File: src/rtl/tbbmc_pkg.sv
// shared types and constants for the two-button blink mode controller
// event and mode codes, register reset values, button status struct
`timescale 1ns / 1ps
`default_nettype none

package tbbmc_pkg;

  typedef enum logic [2:0] {
    EV_NONE     = 3'd0,
    EV_B1_CLICK = 3'd1,
    EV_B2_CLICK = 3'd2,
    EV_B1_HOLD  = 3'd3,
    EV_B2_HOLD  = 3'd4,
    EV_BOTH     = 3'd5
  } event_t;

  typedef enum logic [2:0] {
    MODE_OFF        = 3'd0,
    MODE_FAST_SYNC  = 3'd1,
    MODE_SLOW_SYNC  = 3'd2,
    MODE_SLOW_ALT   = 3'd3,
    MODE_FAST_ALT   = 3'd4
  } mode_t;

  localparam int unsigned REG_W = 16;

  typedef enum logic [1:0] {
    REG_HOLD_TIME   = 2'd0,
    REG_MIN_CLICK   = 2'd1,
    REG_SLOW_PERIOD = 2'd2,
    REG_FAST_PERIOD = 2'd3
  } reg_index_t;

  localparam logic [REG_W-1:0] HOLD_TIME_RST   = 16'd1000;
  localparam logic [REG_W-1:0] MIN_CLICK_RST   = 16'd50;
  localparam logic [REG_W-1:0] SLOW_PERIOD_RST = 16'd1000;
  localparam logic [REG_W-1:0] FAST_PERIOD_RST = 16'd200;

  typedef struct packed {
    logic last;
    logic hold;
    logic click;
  } btn_status_t;

endpackage

`default_nettype wire

File: src/rtl/two_button_blink_mode_controller.sv
// two-button blink mode controller top level: config registers, event select,
// output register; depends on tbbmc_pkg, tbbmc_button, tbbmc_blink
// the result word is registered in the cycle after its input word is accepted
// throughput: one word per cycle unless m_tready stalls; the output register frees as it is taken
// reset: synchronous rst clears button, blink and mode state and the output
// valid, and loads the register defaults (1000, 50, 1000, 200)
`timescale 1ns / 1ps
`default_nettype none

module two_button_blink_mode_controller #(
  parameter int unsigned COUNT_WIDTH = 16
) (
  input  wire                          clk,
  input  wire                          rst,
  input  wire                          cfg_we,
  input  wire [1:0]                    cfg_index,
  input  wire [tbbmc_pkg::REG_W-1:0]   cfg_data,
  input  wire                          s_tvalid,
  output logic                         s_tready,
  input  wire [7:0]                    s_tdata,  // btn1_pressed, btn2_pressed, zero pad
  output logic                         m_tvalid,
  input  wire                          m_tready,
  output logic [7:0]                   m_tdata   // button_event, blink_mode, red_led, blue_led
);

  logic [tbbmc_pkg::REG_W-1:0] hold_time;
  logic [tbbmc_pkg::REG_W-1:0] min_click;
  logic [tbbmc_pkg::REG_W-1:0] slow_period;
  logic [tbbmc_pkg::REG_W-1:0] fast_period;

  always_ff @(posedge clk) begin
    if (rst) begin
      hold_time   <= tbbmc_pkg::HOLD_TIME_RST;
      min_click   <= tbbmc_pkg::MIN_CLICK_RST;
      slow_period <= tbbmc_pkg::SLOW_PERIOD_RST;
      fast_period <= tbbmc_pkg::FAST_PERIOD_RST;
    end else if (cfg_we) begin
      unique case (tbbmc_pkg::reg_index_t'(cfg_index))
        tbbmc_pkg::REG_HOLD_TIME:   hold_time   <= cfg_data;
        tbbmc_pkg::REG_MIN_CLICK:   min_click   <= cfg_data;
        tbbmc_pkg::REG_SLOW_PERIOD: slow_period <= cfg_data;
        tbbmc_pkg::REG_FAST_PERIOD: fast_period <= cfg_data;
        default: ;
      endcase
    end
  end

  logic step;
  logic b1;
  logic b2;
  logic combo;

  assign s_tready = !m_tvalid || m_tready;
  assign step     = s_tvalid && s_tready;
  assign b1       = s_tdata[0];
  assign b2       = s_tdata[1];
  assign combo    = b1 && b2;

  tbbmc_pkg::btn_status_t st1;
  tbbmc_pkg::btn_status_t st2;

  tbbmc_button #(.COUNT_WIDTH(COUNT_WIDTH)) u_btn1 (
    .clk       (clk),
    .rst       (rst),
    .step      (step),
    .pressed   (b1),
    .combo     (combo),
    .hold_time (hold_time),
    .min_click (min_click),
    .status    (st1)
  );

  tbbmc_button #(.COUNT_WIDTH(COUNT_WIDTH)) u_btn2 (
    .clk       (clk),
    .rst       (rst),
    .step      (step),
    .pressed   (b2),
    .combo     (combo),
    .hold_time (hold_time),
    .min_click (min_click),
    .status    (st2)
  );

  tbbmc_pkg::event_t ev;

  always_comb begin
    priority if (combo) begin
      ev = (st1.last && st2.last) ? tbbmc_pkg::EV_NONE : tbbmc_pkg::EV_BOTH;
    end else if (st2.hold) begin
      ev = tbbmc_pkg::EV_B2_HOLD;
    end else if (st2.click) begin
      ev = tbbmc_pkg::EV_B2_CLICK;
    end else if (st1.hold) begin
      ev = tbbmc_pkg::EV_B1_HOLD;
    end else if (st1.click) begin
      ev = tbbmc_pkg::EV_B1_CLICK;
    end else begin
      ev = tbbmc_pkg::EV_NONE;
    end
  end

  tbbmc_pkg::mode_t mode_next;
  logic             red;
  logic             blue;

  tbbmc_blink #(.COUNT_WIDTH(COUNT_WIDTH)) u_blink (
    .clk         (clk),
    .rst         (rst),
    .step        (step),
    .ev          (ev),
    .slow_period (slow_period),
    .fast_period (fast_period),
    .mode_next   (mode_next),
    .red         (red),
    .blue        (blue)
  );

  // result word register
  always_ff @(posedge clk) begin
    if (rst) begin
      m_tvalid <= 1'b0;
    end else if (step) begin
      m_tvalid <= 1'b1;
    end else if (m_tready) begin
      m_tvalid <= 1'b0;
    end
  end

  always_ff @(posedge clk) begin
    if (step) begin
      m_tdata <= {blue, red, mode_next, ev};
    end
  end

  a_combo_off: assert property (@(posedge clk) disable iff (rst)
    m_tvalid && (m_tdata[2:0] == tbbmc_pkg::EV_BOTH) |-> (m_tdata[5:3] == tbbmc_pkg::MODE_OFF))
    else $error("combo event without off mode");

  a_off_dark: assert property (@(posedge clk) disable iff (rst)
    m_tvalid && (m_tdata[5:3] == tbbmc_pkg::MODE_OFF) |-> (m_tdata[7:6] == 2'b00))
    else $error("leds lit in off mode");

  a_sync_leds: assert property (@(posedge clk) disable iff (rst)
    m_tvalid && ((m_tdata[5:3] == tbbmc_pkg::MODE_FAST_SYNC) ||
                 (m_tdata[5:3] == tbbmc_pkg::MODE_SLOW_SYNC)) |-> (m_tdata[6] == m_tdata[7]))
    else $error("sync mode leds differ");

  a_alt_leds: assert property (@(posedge clk) disable iff (rst)
    m_tvalid && ((m_tdata[5:3] == tbbmc_pkg::MODE_FAST_ALT) ||
                 (m_tdata[5:3] == tbbmc_pkg::MODE_SLOW_ALT)) |-> (m_tdata[6] != m_tdata[7]))
    else $error("alternate mode leds equal");

  a_accept_valid: assert property (@(posedge clk) disable iff (rst)
    step |=> m_tvalid)
    else $error("accepted word gave no result");

endmodule

`default_nettype wire

File: src/rtl/tbbmc_button.sv
// per-button press tracking: saturating up counter, hold mark, click and hold detection
// depends on tbbmc_pkg
`timescale 1ns / 1ps
`default_nettype none

module tbbmc_button #(
  parameter int unsigned COUNT_WIDTH = 16
) (
  input  wire                          clk,
  input  wire                          rst,
  input  wire                          step,
  input  wire                          pressed,
  input  wire                          combo,
  input  wire [tbbmc_pkg::REG_W-1:0]   hold_time,
  input  wire [tbbmc_pkg::REG_W-1:0]   min_click,
  output tbbmc_pkg::btn_status_t       status
);

  localparam int unsigned CMP_W =
    (COUNT_WIDTH > tbbmc_pkg::REG_W) ? COUNT_WIDTH : tbbmc_pkg::REG_W;

  logic                   last;
  logic                   done;
  logic [COUNT_WIDTH-1:0] ticks;

  logic                   last_next;
  logic                   done_next;
  logic [COUNT_WIDTH-1:0] ticks_next;
  logic [COUNT_WIDTH-1:0] ticks_inc;
  logic [CMP_W-1:0]       ticks_cmp;
  logic [CMP_W-1:0]       inc_cmp;
  logic [CMP_W-1:0]       hold_cmp;
  logic [CMP_W-1:0]       min_cmp;
  logic                   hold_ev;
  logic                   click_ev;

  always_comb begin
    if (last && !(&ticks)) begin
      ticks_inc = ticks + COUNT_WIDTH'(1);
    end else begin
      ticks_inc = ticks;
    end
  end

  assign inc_cmp  = CMP_W'(ticks_inc);
  assign ticks_cmp = CMP_W'(ticks_next);
  assign hold_cmp = CMP_W'(hold_time);
  assign min_cmp  = CMP_W'(min_click);

  always_comb begin
    hold_ev   = 1'b0;
    click_ev  = 1'b0;
    last_next = pressed;
    done_next = done;
    ticks_next = ticks_inc;
    if (combo) begin
      last_next = 1'b1;
      done_next = 1'b1;
    end else if (pressed) begin
      if (!last) begin
        ticks_next = '0;
        done_next  = 1'b0;
      end
      if (ticks_cmp >= hold_cmp && !done_next) begin
        hold_ev   = 1'b1;
        done_next = 1'b1;
      end
    end else begin
      click_ev = last && !done && (inc_cmp > min_cmp);
    end
  end

  always_ff @(posedge clk) begin
    if (rst) begin
      last  <= 1'b0;
      done  <= 1'b0;
      ticks <= '0;
    end else if (step) begin
      last  <= last_next;
      done  <= done_next;
      ticks <= ticks_next;
    end
  end

  assign status.last  = last;
  assign status.hold  = hold_ev;
  assign status.click = click_ev;

endmodule

`default_nettype wire

File: src/rtl/tbbmc_blink.sv
// mode register and blink phase generator with saturating elapsed counter
// depends on tbbmc_pkg
`timescale 1ns / 1ps
`default_nettype none

module tbbmc_blink #(
  parameter int unsigned COUNT_WIDTH = 16
) (
  input  wire                          clk,
  input  wire                          rst,
  input  wire                          step,
  input  wire tbbmc_pkg::event_t       ev,
  input  wire [tbbmc_pkg::REG_W-1:0]   slow_period,
  input  wire [tbbmc_pkg::REG_W-1:0]   fast_period,
  output tbbmc_pkg::mode_t             mode_next,
  output logic                         red,
  output logic                         blue
);

  localparam int unsigned CMP_W =
    (COUNT_WIDTH > tbbmc_pkg::REG_W) ? COUNT_WIDTH : tbbmc_pkg::REG_W;

  tbbmc_pkg::mode_t       mode;
  logic                   phase;
  logic [COUNT_WIDTH-1:0] elapsed;

  logic                   phase_next;
  logic [COUNT_WIDTH-1:0] elapsed_next;
  logic [COUNT_WIDTH-1:0] elapsed_inc;
  logic [tbbmc_pkg::REG_W-1:0] period;
  logic                   blinking;
  logic                   slow;

  assign elapsed_inc = (&elapsed) ? elapsed : elapsed + COUNT_WIDTH'(1);

  always_comb begin
    unique case (ev)
      tbbmc_pkg::EV_B1_CLICK: mode_next = tbbmc_pkg::MODE_SLOW_SYNC;
      tbbmc_pkg::EV_B2_CLICK: mode_next = tbbmc_pkg::MODE_FAST_SYNC;
      tbbmc_pkg::EV_B1_HOLD:  mode_next = tbbmc_pkg::MODE_SLOW_ALT;
      tbbmc_pkg::EV_B2_HOLD:  mode_next = tbbmc_pkg::MODE_FAST_ALT;
      tbbmc_pkg::EV_BOTH:     mode_next = tbbmc_pkg::MODE_OFF;
      default:                mode_next = mode;
    endcase
  end

  assign blinking = (mode_next != tbbmc_pkg::MODE_OFF);
  assign slow     = (mode_next == tbbmc_pkg::MODE_SLOW_SYNC) ||
                    (mode_next == tbbmc_pkg::MODE_SLOW_ALT);
  assign period   = slow ? slow_period : fast_period;

  always_comb begin
    elapsed_next = elapsed_inc;
    phase_next   = phase;
    if (blinking && (CMP_W'(elapsed_inc) >= CMP_W'(period))) begin
      elapsed_next = '0;
      phase_next   = !phase;
    end
  end

  always_comb begin
    red  = 1'b0;
    blue = 1'b0;
    if (blinking) begin
      red = phase_next;
      if ((mode_next == tbbmc_pkg::MODE_FAST_SYNC) ||
          (mode_next == tbbmc_pkg::MODE_SLOW_SYNC)) begin
        blue = phase_next;
      end else begin
        blue = !phase_next;
      end
    end
  end

  always_ff @(posedge clk) begin
    if (rst) begin
      mode    <= tbbmc_pkg::MODE_OFF;
      phase   <= 1'b0;
      elapsed <= '0;
    end else if (step) begin
      mode    <= mode_next;
      phase   <= phase_next;
      elapsed <= elapsed_next;
    end
  end

endmodule

`default_nettype wire
File: config.mk
export PLATFORM = sky130hd
export DESIGN_NAME = two_button_blink_mode_controller
export DESIGN_NICKNAME = d
export VERILOG_FILES = /design/src/rtl/tbbmc_pkg.sv /design/src/rtl/two_button_blink_mode_controller.sv /design/src/rtl/tbbmc_button.sv /design/src/rtl/tbbmc_blink.sv
export SDC_FILE = /design/constraint.sdc
export NUM_CORES = 1
export LEC_CHECK = 0
export BUFFER_PORTS_ARGS = -buffer_cell sky130_fd_sc_hd__buf_2
export CORE_ASPECT_RATIO = 1.1
export CORE_MARGIN = 2
export CORE_UTILIZATION = 40
export DETAILED_ROUTE_END_ITERATION = 10
export PLACE_DENSITY = 0.55
export SLEW_MARGIN = 20
export SYNTH_ARGS = -nofsm -noshare
export SYNTH_HDL_FRONTEND = slang
export SYNTH_SLANG_ARGS = --single-unit
File: constraint.sdc
create_clock -name clk -period 8.15 [get_ports clk]
set_clock_uncertainty 0.05 [all_clocks]
set_input_delay 0.4075 -clock clk [delete_from_list [all_inputs] [get_ports clk]]
set_output_delay 0.4075 -clock clk [all_outputs]
set_load 0.01 [all_outputs]
==> results of run 1 <==
power groups by stage:
stage / Clock, uW / Sequential (uW) / Combinational, uW
2_1_floorplan: 0 / 677 / 99.5
3_3_place_gp: 0 / 680 / 145
3_5_place_dp: 0 / 680 / 146
4_1_cts: 740 / 666 / 147
5_1_grt: 763 / 668 / 163
6_report: 723 / 666 / 145
worst paths after layout:
path	to	slack (ps)	cells after the start
worst min register to register	hold_time[12]	400	2
worst max register to register	m_tdata[7]	1070	26
worst min-delay path	m_tvalid	180	3
worst max-delay path	m_tdata[7]	1070	26
state kept, by name, summed over array words and instances, names as in the netlist, 3 cells and up:
| signal | cells |
|---|---|
| fast_period | 16 |
| hold_time | 16 |
| m_tdata | 8 |
| min_click | 16 |
| slow_period | 16 |
| u_blink.elapsed | 16 |
| u_blink.mode | 3 |
| u_btn1.ticks | 16 |
| u_btn2.ticks | 16 |
metrics by stage:
step	total power (uW)	setup WS, ps	instance area (um2)
3_3_place_gp	825	1180	8550
2_1_floorplan	777	2230	8220
6_report	1540	1070	9100
3_5_place_dp	826	1110	8550
5_1_grt	1590	506	9100
4_1_cts	1550	1090	9100
tightest hold or removal path, delay by kind of cell:
kind / cells / cell delay (ps)
compound gates: 1 / 50
buf+inv: 2 / 140
kinds of logic after synthesis:
family	count (synthesis)	share of synthesized area, %
mux	18	2.28
fa+ha+maj	82	12.5
simple gates	445	25.2
xor+xnor	43	4.75
compound gates	241	18.0
flops	129	32.4
buf+inv	96	4.86
cells in the mapped netlist, types with 3 or more instances:
library cell / instances / area, um2
a211oi_1: 9 / 67.6
a21oi_1: 129 / 646
o21ai_0: 30 / 150
nand2_1: 215 / 807
clkbuf_1: 42 / 158
buf_2: 3 / 15.0
o2111ai_1: 3 / 26.3
xor2_1: 16 / 140
o211ai_2: 3 / 37.5
dfxtp_1: 121 / 2420
mux2i_1: 15 / 150
a22oi_1: 6 / 45.0
or3_1: 10 / 62.6
a31oi_1: 7 / 43.8
edfxtp_1: 8 / 240
ha_1: 82 / 1030
or2_2: 4 / 25.0
nand2b_1: 6 / 37.5
o21a_1: 8 / 60.1
inv_1: 45 / 169
a21o_1: 5 / 37.5
nor2b_1: 18 / 113
nand3_1: 34 / 170
nand4_1: 23 / 144
nor3_1: 16 / 80.1
nand3b_1: 10 / 75.1
a211o_1: 11 / 96.3
and4_1: 3 / 26.3
xnor2_1: 26 / 228
nor2_1: 66 / 248
a2111oi_0: 4 / 35.0
and3_1: 7 / 43.8
and2_1: 18 / 113
per-layer routing:
layer  vias up  GRT usage [%]
met5         -              0
met4         0           5.90
met3        22           2.63
met1      3309           28.5
met2       106           34.6
li1       3708              -
area by class of cell:
class | count | area share [%]
clock inverters | 13 | 1.24
repair buffers | 42 | 2.56
multi-input cells | 829 | 56.7
flip-flops and latches | 129 | 29.3
well taps | 256 | 3.52
inverters | 45 | 1.86
clock buffers | 18 | 4.83
==> metrics.txt, run 1 <==
run status=finished, final reports clean; Fin Hold WS=178 ps; sequential cell area=2660 um2; Cells after DPL=between 1000 and 1500; sequential area share after synthesis=roughly a third; most common cell after layout, fill and taps aside=nand2_1; syn nets=between 1000 and 1500; Post-CTS Setup Bufs=0; total core area=20400 um2; Clk pwr share=47.1%; Final setup viols=0; Die Span Y=about 150 um; Clock Latency Late Sink=420 ps; multi-input logic area=5160 um2; crit path DAT=7190 ps; hold path start=s_tvalid; CTS Root Buffer Type=clkbuf_16; area of the mapped netlist=8220 um2; Least-Margin Pin Slew=between 1000 and 1500 ps; # hold bufs at CTS=0; number of inserted diodes=0; Syn. warnings=0; dpl hpwl=16400 um; Core Rows=55; pin count of the biggest net entering global routing=78; Layout area overhead=10.7%; Setup TNS=0 ps; Reg clk slew, reported paths=60 ps; layout cell share with drive strength beyond 1=9.01%; cell count after synthesis=between 1000 and 1500; top sig layer=met4; Starting Density=40.3%; via count of the first global-routing pass=6756; drt total wl=22100 um; Worst path max stage delay=570 ps; ys async rst share=0%; Critical-path top delay cell=or4_1; I/O pins=41; Routed Antenna Nets=0; TritonRoute pass-1 iters=5; Num CTS Buffers=17; clk buf depth=2; CP bufs+invs=1; Worst Setup Start Kind=flip-flop; Die W=141 um; Total GRT Usage=20.8%; crit path capture type=flip-flop; routability cong.=0.838; critical path launch point=u_btn2.ticks[9]; class of the worst hold path=in -> reg; worst rel slew slack=29.0%; Congestion Overflow GR=0; final hold vios=0; post-synth cell types=71; commonest non-fill, non-tap cells in the layout=215 x nand2_1, 129 x a21oi_1, 121 x dfxtp_1, 82 x ha_1, 65 x nor2_1; die area=21700 um2; Psw=407 uW; non-filler cells in the finished layout=1332; final worst path period need=7080 ps; met3 routed WL=between 600 and 700 um; Layout fillers=2093; Main synth FF type=dfxtp_1; FF+latch count, synth=between 100 and 150; Sw Share=26.5%; critical path's top delay family=simple AND/OR/NAND/NOR gates; antenna violations before repair=0; Slew Viols, Final=0; crit-path max FO=11; RSZ-0062 raised after global routing=no; Critical Path RT=8260 ps; worst IR drop on VDD=between 0.0001 and 0.00015 V; Vias/cell=5.36; Post-CTS Resized=0; NumNets Final=1177; Max Cap Viol=0; Int Pwr=between 1000 and 1500 uW; H-Tree Depth=4; routed len/inst=16.6 um; Most common cell on crit path=nor3_1; Final Cycle Share=86.9%; Crit Path Category=reg -> reg; DRT iter0 DRCs=358; CTS tree=built; Sequential Power Share=43.4%; RR Startpoint=u_btn2.ticks[9]; DRC Markers=0; WL met2=10400 um; Vias=7145; synthesized area per cell=7.80 um2; fmax=~140 MHz; WL met1=around 11000 um; final core area utilization=44.7%; first-pass GRT wire length=35900 um; number of enable flip-flop cells after synthesis=8; IO Port Bufs=34; pwr dens=169 nW/um2; Combinational Power Share=9.5%; Sinks on Clock Net=~130; Pleak=0.00364 uW
No activity file was read; power rests on OpenSTA's default activity.
==> run 2, diff against run 1 <==
- ABC_AREA: default -> 1
==> run 2 against run 1 <==
Net effect:
- largest power group unchanged
- setup slack got worse by 140 ps
- synthesized cell count increased by 7.5%
- register-to-register slack got worse by 140 ps
- global-route usage increased by 0.58 points
- first-iteration DRC count increased by 9.2%
- largest cell class unchanged
- critical path depth increased by 9
==> metrics.txt, run 2 <==
IO Port Bufs=34 (unchanged); R2R setup slack=930 ps (-140 ps); class of the worst hold path=in -> reg; Sinks on Clock Net=129 (unchanged); run status=finished, final reports clean; first-pass GRT wire length=36000 um (+0.23%); Core Rows=54 (-1.8%); cell count after synthesis=1133 (+7.5%); Main synth FF type=dfxtp_1; reg2reg end=m_tdata[6]; commonest non-fill, non-tap cells in the layout=228 x nand2_1, 155 x inv_1, 122 x a21oi_1, 121 x dfxtp_1, 95 x nor2_1; Fin Hold WS=189 ps (+10.9 ps); Psw=510 uW (+25%); clk buf depth=2 (unchanged); Layout area overhead=12.0%; CTS tree=built; worst rel slew slack=50.1% (+21 points); XOR/XNOR Fraction of Synth Area=3.67% (-1.1 points); final core area utilization=45.7% (+1.1 points); Sw Share=30.8% (+4.3 points); Int Pwr=1140 uW (+1.4%); Critical Path RT=8370 ps (+110 ps); H-Tree Depth=4 (unchanged); Post-CTS Resized=0 (unchanged); most common cell after layout, fill and taps aside=nand2_1; Starting Density=40.8% (+0.50 points); via count of the first global-routing pass=6773 (+0.25%); TritonRoute pass-1 iters=4 (-1); Post-Synth Simple-Gate Area=22.9% (-2.3 points); largest family of logic cells by synthesized area=simple AND/OR/NAND/NOR gates; DRC Markers=0 (unchanged); Syn. warnings=0 (unchanged); Layout fillers=2092 (-0.048%); Clk pwr share=45.8% (-1.3 points); total chip power=1650 uW (+7.7%); DRT iter0 DRCs=391 (+9.2%); fmax=139 MHz (-1.9%); Critical-path top delay cell=o21ai_0; hold path start=cfg_data[10]; pin count of the biggest net entering global routing=75 (-3.8%); Vias/cell=5.06 (-5.7%); crit path capture type=flip-flop; routed len/inst=15.5 um (-7.1%); layout cell share with drive strength beyond 1=9.74% (+0.72 points); post-synth cell types=43 (-39%); crit path to=m_tdata[6]; Synth top cells by count=228 x nand2_1, 156 x inv_1, 122 x a21oi_1; Total GRT Usage=21.4% (+0.58 points); Yosys top cell area share=29.9% (+0.38 points); Final setup viols=0 (unchanged); r2r worst-path depth=35 (+35%); leading area contributor after synthesis=dfxtp_1; Pleak=0.00427 uW (+17%); Synth Area in Adders=12.6% (+0.16 points); Final Cycle Share=88.6% (+1.7 points); Worst Setup Start Kind=flip-flop; FF+latch count, synth=129 (unchanged); drt total wl=22000 um (-0.72%); Post-CTS Setup Bufs=0 (unchanged); Num CTS Buffers=17 (unchanged); Vias=7195 (+0.70%); RSZ-0062 raised after global routing=no; crit path DAT=7440 ps (+250 ps); Synth Area in Compound Gates=18.0% (-0.060 points); Worst path max stage delay=660 ps (+90 ps); ys async rst share=0% (unchanged); critical path launch point=u_btn2.ticks[4]; number of inserted diodes=0 (unchanged); routability cong.=0.854 (+1.9%); Die W=140 um (-0.63%); syn nets=1246 (+6.8%); largest cells by area after synthesis=dfxtp_1 30%, ha_1 13%, nand2_1 11%; dpl hpwl=16400 um (+0.49%); final worst path period need=7220 ps (+135 ps); # hold bufs at CTS=0 (unchanged); Combinational Power Share=13.1% (+3.6 points); area of the mapped netlist=8110 um2 (-1.3%); worst IR drop on VDD=0.000148 V (+13%); Most common cell on crit path=inv_1; proportion of synthesized area in mux cells=0.370% (-1.9 points); die area=21400 um2 (-1.2%); NumNets Final=1271 (+8.0%); total core area=19900 um2 (-2.5%); Reg clk slew, reported paths=70 ps (about the same); crit-path max FO=21 (+10); Setup TNS=0 ps (unchanged); top-count cell post-synth=nand2_1; Congestion Overflow GR=0 (unchanged); Routed Antenna Nets=0 (unchanged); Crit Path Category=reg -> reg; sequential area share after synthesis=32.8% (+0.42 points); Max Cap Viol=0 (unchanged); synthesized area per cell=7.16 um2 (-8.2%); Die Span Y=153 um (-0.63%); antenna violations before repair=0 (unchanged); CTS Root Buffer Type=clkbuf_16; number of enable flip-flop cells after synthesis=8 (unchanged); Sequential Power Share=41.1% (-2.3 points); final hold vios=0 (unchanged); Clock Latency Late Sink=440 ps (+20 ps); pwr dens=182 nW/um2 (+7.9%); Slew Viols, Final=0 (unchanged); RR Startpoint=u_btn2.ticks[4]; Least-Margin Pin Slew=742 ps (-316 ps); I/O pins=41 (unchanged)
## run 2: changes by cell type after synthesis, sizes merged, moves of 12 or more
cell	before	now
and2	18	0
inv	45	158
mux2i	15	3
nand2	216	234
nand3	34	59
nand4	23	11
nor2	66	97
nor2b	18	0
o21ai	33	92
xnor2	26	7
## run 2: kinds of logic after synthesis
kind of cell	after synthesis
mux	3
compound gates	257
fa+ha+maj	82
xor+xnor	34
buf+inv	199
flops	129
simple gates	429
## run 2: layout make-up
class                           instances  area (um2)  share of cell area (%)
Multi-Input combinational cell        805        4670                    51.4
Clock buffer                           17         425                    4.68
Clock inverter                         15         163                    1.79
Sequential cell                       129        2660                    29.3
Tap cell                              252         315                    3.47
Inverter                              161         604                    6.65
Timing Repair Buffer                   44         245                    2.70
## run 2: per-layer routing
layer / vias up / global-route usage, % / part of all wire (%)
li1: 3794 / - / -
met2: 113 / 36.1 / 47
met5: - / 0 / 0
met1: 3258 / 27.9 / 48
met4: 0 / 6.29 / 1.9
met3: 30 / 3.92 / 2.9
## run 2: worst max-delay path, delay by kind of cell, from the launching register on
family	cells	cell delay, ps
and+or+nand+nor	19	3210
AOI/OAI and AO/OA	6	2050
adders and majority gates	2	630
buffers and inverters	7	570
DFF	1	340
xor gates and xnor gates	1	180
## run 2: power by group through the flow
stage	Clock, uW	Combinational [uW]	Sequential, uW
after global routing	802	250	682
after detailed placement	0	218	693
after floorplan	0	149	692
after CTS	773	220	679
final	758	217	679
after global placement	0	216	693
## run 2: worst min-delay path by stage
stage	depth (start not counted)	slack, ps	end
3_5_place_dp	2	390	slow_period[3]
6_report	3	190	slow_period[10]
3_3_place_gp	2	390	slow_period[3]
4_1_cts	3	190	slow_period[10]
5_1_grt	3	210	slow_period[11]
2_1_floorplan	2	380	slow_period[3]
## run 2: stage by stage
| stage | instance area [um2] | std cells | setup WS, ps |
|---|---|---|---|
| after global routing | 9080 | 1423 | 290 |
| after floorplan | 8110 | 1133 | 2860 |
| final | 9080 | 1423 | 933 |
| after CTS | 9080 | 1423 | 938 |
| after global placement | 8500 | 1391 | 1040 |
| after detailed placement | 8500 | 1391 | 957 |
